<file path="src/rtl/core/nzcs_pkg.sv">
// ----------------------------------------------------------------------------
// nzcs_pkg: shared definitions for the nearest zero-crossing snap core
// Default widths, item codes and configuration register indexes.
// ----------------------------------------------------------------------------
package nzcs_pkg;

    // Default widths of the position, reach and sample fields.
    localparam int POSITION_BITS_DEF = 40;
    localparam int REACH_BITS_DEF    = 20;
    localparam int SAMPLE_BITS_DEF   = 24;

    // A window shorter than this many frames never snaps.
    localparam int MIN_FRAMES = 3;

    // Channel count after reset.
    localparam logic [1:0] CHANNELS_RESET = 2'd2;

    // Item kind carried in s_tuser.
    typedef enum logic {
        MODE_FRAME  = 1'b0,
        MODE_FINISH = 1'b1
    } mode_t;

    // Configuration register indexes.
    localparam int CFG_INDEX_BITS = 2;
    localparam logic [CFG_INDEX_BITS-1:0] REG_REQUESTED_POSITION = 2'd0;
    localparam logic [CFG_INDEX_BITS-1:0] REG_SEARCH_REACH       = 2'd1;
    localparam logic [CFG_INDEX_BITS-1:0] REG_CHANNEL_COUNT      = 2'd2;

endpackage

</file>
<file path="src/rtl/core/nearest_zero_crossing_snap_core.sv">
// ----------------------------------------------------------------------------
// nearest_zero_crossing_snap_core: snap a cut position to a zero crossing
// Streams the frames of a search window, tracks the crossing of the
// channel sum nearest the window centre and reports it on a finish item.
// ----------------------------------------------------------------------------
// The host writes the requested position, the reach and the channel count,
// then streams the window's frames (s_tuser = 0) starting at
// max(0, position - reach), and closes with a finish item (s_tuser = 1).
// One item is taken every cycle while the result side is free; each item
// passes an input stage that forms the channel sum and a second stage that
// updates the running search and the result register, so a result is
// offered once its finish item has passed both stages. Frames past the
// end of the window are taken and dropped. The result gives the snapped
// position, or the requested position with crossing_found low when the
// window held fewer than three frames or no crossing.
module nearest_zero_crossing_snap_core
    import nzcs_pkg::*;
#(
    parameter int POSITION_BITS = POSITION_BITS_DEF,
    parameter int REACH_BITS    = REACH_BITS_DEF,
    parameter int SAMPLE_BITS   = SAMPLE_BITS_DEF,
    localparam int CFG_BITS     = (POSITION_BITS > REACH_BITS) ? POSITION_BITS : REACH_BITS,
    localparam int S_TDATA_W    = ((2 * SAMPLE_BITS + 7) / 8) * 8,
    localparam int M_TDATA_W    = ((POSITION_BITS + 7) / 8) * 8
) (
    input  logic                      aclk,
    input  logic                      aresetn,

    // Configuration write port.
    input  logic                      cfg_wr_en,
    input  logic [CFG_INDEX_BITS-1:0] cfg_index,
    input  logic [CFG_BITS-1:0]       cfg_wdata,

    // Input items.
    input  logic                      s_tvalid,
    output logic                      s_tready,
    input  logic [S_TDATA_W-1:0]      s_tdata,   // sample_left, sample_right, zero pad
    input  logic                      s_tuser,   // mode

    // Result items.
    output logic                      m_tvalid,
    input  logic                      m_tready,
    output logic [M_TDATA_W-1:0]      m_tdata,   // snapped_position, zero pad
    output logic                      m_tuser    // crossing_found
);

    localparam int IDX_BITS = REACH_BITS + 2;
    localparam int SUM_BITS = SAMPLE_BITS + 1;
    localparam int EXT_BITS = (CFG_BITS > IDX_BITS) ? CFG_BITS : IDX_BITS;

    // Configuration registers.
    logic [POSITION_BITS-1:0] req_pos_reg;
    logic [REACH_BITS-1:0]    reach_reg;
    logic [1:0]               channels_reg;

    always_ff @(posedge aclk) begin
        if (!aresetn) begin
            req_pos_reg  <= '0;
            reach_reg    <= '0;
            channels_reg <= CHANNELS_RESET;
        end else if (cfg_wr_en) begin
            case (cfg_index)
                REG_REQUESTED_POSITION: req_pos_reg  <= cfg_wdata[POSITION_BITS-1:0];
                REG_SEARCH_REACH:       reach_reg    <= cfg_wdata[REACH_BITS-1:0];
                REG_CHANNEL_COUNT:      channels_reg <= cfg_wdata[1:0];
                default: ;
            endcase
        end
    end

    // Window geometry: the centre offset is min(position, reach).
    logic [EXT_BITS-1:0]      req_ext;
    logic [EXT_BITS-1:0]      reach_ext;
    logic [REACH_BITS-1:0]    centre;
    logic [IDX_BITS-1:0]      centre_idx;
    logic [IDX_BITS-1:0]      limit;

    assign req_ext    = EXT_BITS'(req_pos_reg);
    assign reach_ext  = EXT_BITS'(reach_reg);
    assign centre     = (req_ext < reach_ext) ? req_ext[REACH_BITS-1:0] : reach_reg;
    assign centre_idx = IDX_BITS'(centre);
    assign limit      = centre_idx + IDX_BITS'(reach_reg) + IDX_BITS'(1);

    // Handshake: the pipeline moves whenever the result register is free.
    logic m_valid_reg;
    logic out_free;
    logic st1_valid_reg;
    logic advance;

    assign out_free = !m_valid_reg || m_tready;
    assign advance  = st1_valid_reg && out_free;
    assign s_tready = !st1_valid_reg || out_free;

    // Input stage: register the item kind and the channel sum.
    logic                       st1_finish_reg;
    logic signed [SUM_BITS-1:0] st1_sum_reg;
    logic signed [SUM_BITS-1:0] sum_left;
    logic signed [SUM_BITS-1:0] sum_right;

    assign sum_left  = SUM_BITS'(signed'(s_tdata[SAMPLE_BITS-1:0]));
    assign sum_right = channels_reg[1] ? SUM_BITS'(signed'(s_tdata[2*SAMPLE_BITS-1:SAMPLE_BITS]))
                                       : '0;

    always_ff @(posedge aclk) begin
        if (!aresetn) begin
            st1_valid_reg <= 1'b0;
        end else if (s_tready) begin
            st1_valid_reg <= s_tvalid;
        end
    end

    always_ff @(posedge aclk) begin
        if (s_tready && s_tvalid) begin
            st1_finish_reg <= (s_tuser == MODE_FINISH);
            st1_sum_reg    <= sum_left + sum_right;
        end
    end

    // Search state.
    logic signed [SUM_BITS-1:0] prev_sum_reg;
    logic [IDX_BITS-1:0]        frame_idx_reg;
    logic [IDX_BITS-1:0]        best_idx_reg;
    logic [IDX_BITS-1:0]        best_dist_reg;
    logic                       have_cross_reg;

    // Crossing test against the previous frame and distance to the centre.
    logic                is_cross;
    logic                in_window;
    logic [IDX_BITS-1:0] cross_dist;
    logic                take_best;

    assign is_cross   = (prev_sum_reg == '0) || (st1_sum_reg == '0)
                     || (prev_sum_reg[SUM_BITS-1] != st1_sum_reg[SUM_BITS-1]);
    assign in_window  = frame_idx_reg < limit;
    assign cross_dist = (frame_idx_reg >= centre_idx) ? frame_idx_reg - centre_idx
                                                      : centre_idx - frame_idx_reg;
    assign take_best  = (frame_idx_reg != '0) && is_cross
                     && (!have_cross_reg || cross_dist < best_dist_reg);

    always_ff @(posedge aclk) begin
        if (!aresetn) begin
            prev_sum_reg   <= '0;
            frame_idx_reg  <= '0;
            best_idx_reg   <= '0;
            best_dist_reg  <= '1;
            have_cross_reg <= 1'b0;
        end else if (advance) begin
            if (st1_finish_reg) begin
                prev_sum_reg   <= '0;
                frame_idx_reg  <= '0;
                best_idx_reg   <= '0;
                best_dist_reg  <= '1;
                have_cross_reg <= 1'b0;
            end else if (in_window) begin
                if (take_best) begin
                    best_idx_reg   <= frame_idx_reg;
                    best_dist_reg  <= cross_dist;
                    have_cross_reg <= 1'b1;
                end
                prev_sum_reg  <= st1_sum_reg;
                frame_idx_reg <= frame_idx_reg + IDX_BITS'(1);
            end
        end
    end

    // Result: window start plus best index, wrapped to the position width, or the requested position when none found.
    logic                     found;
    logic [EXT_BITS-1:0]      snap_ext;
    logic [POSITION_BITS-1:0] pos_next;
    logic [POSITION_BITS-1:0] pos_reg;
    logic                     found_reg;

    assign found    = (frame_idx_reg >= IDX_BITS'(MIN_FRAMES)) && have_cross_reg;
    assign snap_ext = req_ext - EXT_BITS'(centre) + EXT_BITS'(best_idx_reg);
    assign pos_next = found ? snap_ext[POSITION_BITS-1:0] : req_pos_reg;

    always_ff @(posedge aclk) begin
        if (!aresetn) begin
            m_valid_reg <= 1'b0;
        end else if (advance && st1_finish_reg) begin
            m_valid_reg <= 1'b1;
        end else if (m_tready) begin
            m_valid_reg <= 1'b0;
        end
    end

    always_ff @(posedge aclk) begin
        if (advance && st1_finish_reg) begin
            pos_reg   <= pos_next;
            found_reg <= found;
        end
    end

    assign m_tvalid = m_valid_reg;
    assign m_tdata  = M_TDATA_W'(pos_reg);
    assign m_tuser  = found_reg;

    // A finish item leaves the search state cleared.
    assert property (@(posedge aclk) disable iff (!aresetn)
        advance && st1_finish_reg |=> frame_idx_reg == '0 && !have_cross_reg)
        else $error("search state not cleared after finish item");

    // The kept crossing always lies between the first and the latest frame.
    assert property (@(posedge aclk) disable iff (!aresetn)
        have_cross_reg |-> best_idx_reg != '0 && best_idx_reg < frame_idx_reg)
        else $error("best crossing index outside the frames seen");

    // A result only appears after a finish item left the input stage.
    assert property (@(posedge aclk) disable iff (!aresetn)
        $rose(m_valid_reg) |-> $past(advance && st1_finish_reg))
        else $error("result produced without a finish item");

endmodule
</file>
<file path="config.mk">
export PLATFORM = sky130hd
export DESIGN_NAME = nearest_zero_crossing_snap_core
export DESIGN_NICKNAME = d
export VERILOG_FILES = /design/src/rtl/core/nzcs_pkg.sv /design/src/rtl/core/nearest_zero_crossing_snap_core.sv
export SDC_FILE = /design/constraint.sdc
export NUM_CORES = 1
export LEC_CHECK = 0
export ABC_AREA = 0
export BUFFER_PORTS_ARGS = -buffer_cell sky130_fd_sc_hd__buf_2
export CORE_ASPECT_RATIO = 1.75
export CORE_MARGIN = 2
export CORE_UTILIZATION = 40
export CTS_CLUSTER_DIAMETER = 50
export CTS_CLUSTER_SIZE = 24
export DETAILED_ROUTE_END_ITERATION = 12
export PLACE_DENSITY = 0.54
export SLEW_MARGIN = 10
export SYNTH_ARGS = -nofsm -noshare
export SYNTH_HDL_FRONTEND = slang
export SYNTH_SLANG_ARGS = --single-unit
</file>
<file path="constraint.sdc">
create_clock -name aclk -period 12.1 [get_ports aclk]
set_input_delay 2.42 -clock aclk [delete_from_list [all_inputs] [get_ports aclk]]
set_output_delay 2.42 -clock aclk [all_outputs]
set_load 0.01 [all_outputs]
</file>
==> run summary <==
The CTS clock-pin slew for the worst setup and hold paths is roughly 0.080 ns. The CTS sink count came out at between 200 and 250. Setup violations remaining at the end of the flow were counted as 0. The number of synthesized flops with an enable pin came out at 67. The count of cell types in the netlist is 82. Once placement finished, the instance area stood at 18400 um2. The worst setup path is of the reg -> reg kind. The clock latency on the worst-skew pair came out at about 0.57 ns. For the final routed database, the setup TNS stands at 0 ns. The depth of the worst register-to-register path is 31.

The number of warnings reported in the yosys synthesis log came out at 0. The final antenna diode count is 0. Measured against its own limit, the worst slew margin works out to roughly 17%. The routed via count came out at about 15000. The type of the most critical hold path is reg -> reg. The worst endpoint data arrival time came out at approximately 11 ns. Tracing the worst setup path back leads to its startpoint at reach_reg[1].

Across the VDD grid, the largest voltage drop is a little over 0.1 mV. The final critical path takes up between 80% and 90% of the cycle. In the final routed layout, each cell accounts on average for roughly 20 um. The fraction of synthesized cell area taken by the top area cell type is a little under a fifth. The maximum buffer depth of the clock tree is 3. The maximum number of pins on one net before global-route repair came out at slightly above 80. The slack of the worst reg-to-reg path is 1.98 ns. The flip-flop and latch count after synthesis came out at about 220.

The fraction of registers with async set or reset after synthesis came out at 0%. Buffers inserted to repair hold after CTS numbered 0. The maximum single-stage delay on the critical path is between 0.9 and 1 ns. In the layout the commonest cells are sky130_fd_sc_hd__nand2_1, sky130_fd_sc_hd__ha_1, sky130_fd_sc_hd__dfxtp_1.

The number of buffers created by CTS came out at 26. The number of global-route vias before repair is roughly 15000. The worst setup path is captured at a register. In this run the critical register-to-register path is captured at best_dist_reg[17]. The number of I/O pins came out at between 100 and 150. The predominant post-synthesis flop cell is sky130_fd_sc_hd__dfxtp_1.

For this configuration, the core starts out at a cell density of between 40 and 50%. The number of H-tree branching levels is 1. After layout, the design draws a total of around 2.6 mW. The post-CTS setup-driven buffer insertion count came out at 0.

The flow ran to the end, and the final reports show no timing, DRC or antenna violations. The CTS tree is yes. The growth of design area from synthesis to finish came out at 12.4%. The synthesized instance count is approximately 2000. The highest-delay cell along the critical path is sky130_fd_sc_hd__o21a_1. At the pin with the least slew margin, the transition time is between 1 and 1.5 ns. After global routing the overflow that remains totals 0. The number of detailed-routing iterations run before antenna repair came out at 5. The final wirelength is 54000 um. The net count of the mapped netlist came out at 2311. After the last flow step, the layout net total stands at approximately 2400. Leaving out fill and tap cells, the most frequent cell in the layout is sky130_fd_sc_hd__nand2_1. The number of buffer cells added on primary ports is 138. The via density per instance is between 5 and 6. After synthesis, the cell types taking the most area are sky130_fd_sc_hd__dfxtp_1, sky130_fd_sc_hd__ha_1, sky130_fd_sc_hd__edfxtp_1, sky130_fd_sc_hd__nand2_1, sky130_fd_sc_hd__a21oi_1. Counting both buffers and inverters, the worst setup path holds a total of 3. At the end of routability-driven placement, the weighted congestion stood at just over 0.9.

The number of hold violations in the final report was 0. The maximum clock skew at final layout is about 0.023 ns. The utilization after layout is 45.5%.

In this run the mean area of a mapped cell was ~8.7 um2. The number of max-cap violations came out at 0. The finished layout cell area came out at just under 20000 um2.

The horizontal die dimension came out at about 160 um. The DRC marker count from the first detailed-route iteration is between 600 and 700. The largest driver fanout on the critical path came out at 40. The area enclosed by the die boundary came out at 44800 um2.

The tree is rooted in a sky130_fd_sc_hd__clkbuf_16. The biggest area contributor in the post-synthesis netlist is sky130_fd_sc_hd__dfxtp_1. Setup repair after global routing left no endpoint under its margin. Following the worst setup path forward leads to its endpoint at best_dist_reg[17]. In this run the critical register-to-register path is launched from reach_reg[1].

The achievable clock frequency came out at about 0.099 GHz. The proportion of synthesized chip area in sequential cells came out at between 20 and 30%. The first-pass GRT wire length came out at 82700 um. The cell area after synthesis is around 17000 um2. The clock period minus final worst setup slack is a little over 10 ns. The number of gates given a new drive strength after cts is 0. The endpoint required time on the critical path is about 13 ns. The floorplan has 100 rows. The final routed DRC violation total came out at 0. The number of cells on the critical path is 31. In this run the static leakage power is 8.19 nW. In this run the remaining antenna-violating nets after routing total 0. The number of antenna violations at the first check in global routing came out at 0. The max-slew violation count came out at 0. The power per cell area is around 130 nW/um2. The worst setup path is launched from a register.

The global routing usage summed across all routing layers came out at 23.5%. In this design, the largest share of critical-path delay is due to compound AO/OA/AOI/OAI gates. The core region is about 43000 um2. The HPWL reported at the end of detailed placement came out at 42700 um. From bottom edge to top edge, the die measures between 200 and 300 um. The share of final-layout standard cells stronger than drive strength 1 is between 10% and 20%.
-- layout make-up --
cell class / instances / area (um2)
flip-flops and latches: 222 / 5110
inverters: 142 / 533
clock inverters: 21 / 315
clock buffers: 27 / 676
well taps: 561 / 702
fillers: 4206 / 23200
multi-input cells: 1545 / 11200
repair buffers: 149 / 773
-- how the worst min path moves through the flow --
stage / from / endpoint / slack (ns) / cells past startpoint
2_1_floorplan: best_idx_reg[21] / best_idx_reg[21] / 0.42 / 2
3_3_place_gp: req_ext[39] / req_ext[39] / 0.46 / 2
3_5_place_dp: req_ext[39] / req_ext[39] / 0.46 / 2
4_1_cts: req_ext[39] / req_ext[39] / 0.47 / 2
5_1_grt: best_dist_reg[15] / best_dist_reg[15] / 0.50 / 1
6_report: req_ext[39] / req_ext[39] / 0.47 / 2
-- cell usage after synthesis, types with 11 or more instances --
library cell / instances
sky130_fd_sc_hd__nand2_1: 240
sky130_fd_sc_hd__ha_1: 200
sky130_fd_sc_hd__dfxtp_1: 155
sky130_fd_sc_hd__inv_1: 141
sky130_fd_sc_hd__a21oi_1: 120
sky130_fd_sc_hd__nor2_1: 99
sky130_fd_sc_hd__o21ai_0: 94
sky130_fd_sc_hd__a21boi_0: 68
sky130_fd_sc_hd__edfxtp_1: 67
sky130_fd_sc_hd__nor2b_1: 66
sky130_fd_sc_hd__xnor2_1: 66
sky130_fd_sc_hd__clkbuf_1: 62
sky130_fd_sc_hd__a22oi_1: 48
sky130_fd_sc_hd__xor2_1: 41
sky130_fd_sc_hd__mux2i_1: 40
sky130_fd_sc_hd__a21o_1: 36
sky130_fd_sc_hd__and2_1: 32
sky130_fd_sc_hd__nor3_1: 31
sky130_fd_sc_hd__nand3_1: 30
sky130_fd_sc_hd__nand4_1: 25
sky130_fd_sc_hd__fa_1: 24
sky130_fd_sc_hd__nor4_1: 22
sky130_fd_sc_hd__mux2_2: 21
sky130_fd_sc_hd__o21bai_1: 20
sky130_fd_sc_hd__a211oi_1: 19
sky130_fd_sc_hd__o21a_1: 18
sky130_fd_sc_hd__o22a_1: 16
sky130_fd_sc_hd__buf_2: 14
sky130_fd_sc_hd__nand2b_1: 14
sky130_fd_sc_hd__a221oi_1: 12
sky130_fd_sc_hd__a31oi_1: 11
-- routing by layer --
metal  share of wire, %  up-vias  track usage [%]
met5                  0        -                0
met4                5.5        0             12.0
met3                2.5      127             2.06
met2                 57      305             48.8
met1                 35     7168             22.2
li1                   -     7322                -
-- worst reg2reg max path, delay by kind of cell (launching register included) --
kind	cells	cell delay (ns)
AOI/OAI and AO/OA	19	5.92
and+or+nand+nor	3	1.51
adders and majority gates	4	1.18
buffers and inverters	3	0.48
DFF	1	0.44
muxes	1	0.36
xor gates and xnor gates	1	0.11
-- metrics by stage --
step	cells	hold slack (ns)	setup WS, ns
detailed placement	2619	0.463	2.03
CTS	2667	0.475	1.92
finish	2667	0.468	1.98
floorplan	1991	0.420	5.31
global route	2667	0.496	1.37
global placement	2619	0.461	2.00
-- power by group --
| part | switching [mW] | internal (mW) |
|---|---|---|
| Clock | 0.433 | 0.454 |
| Combinational | 0.501 | 0.345 |
| Sequential | 0.0243 | 0.800 |
| Total | 0.958 | 1.60 |
-- cells by family after synthesis --
logic type      Yosys count  share of synthesized area (%)
simple gates            610                           17.2
compound gates          542                           21.4
buf+inv                 224                           5.16
fa+ha+maj               224                           17.3
flops                   222                           29.7
xor+xnor                107                           5.44
mux                      62                           3.78
No activity file was read; power rests on OpenSTA's default activity.
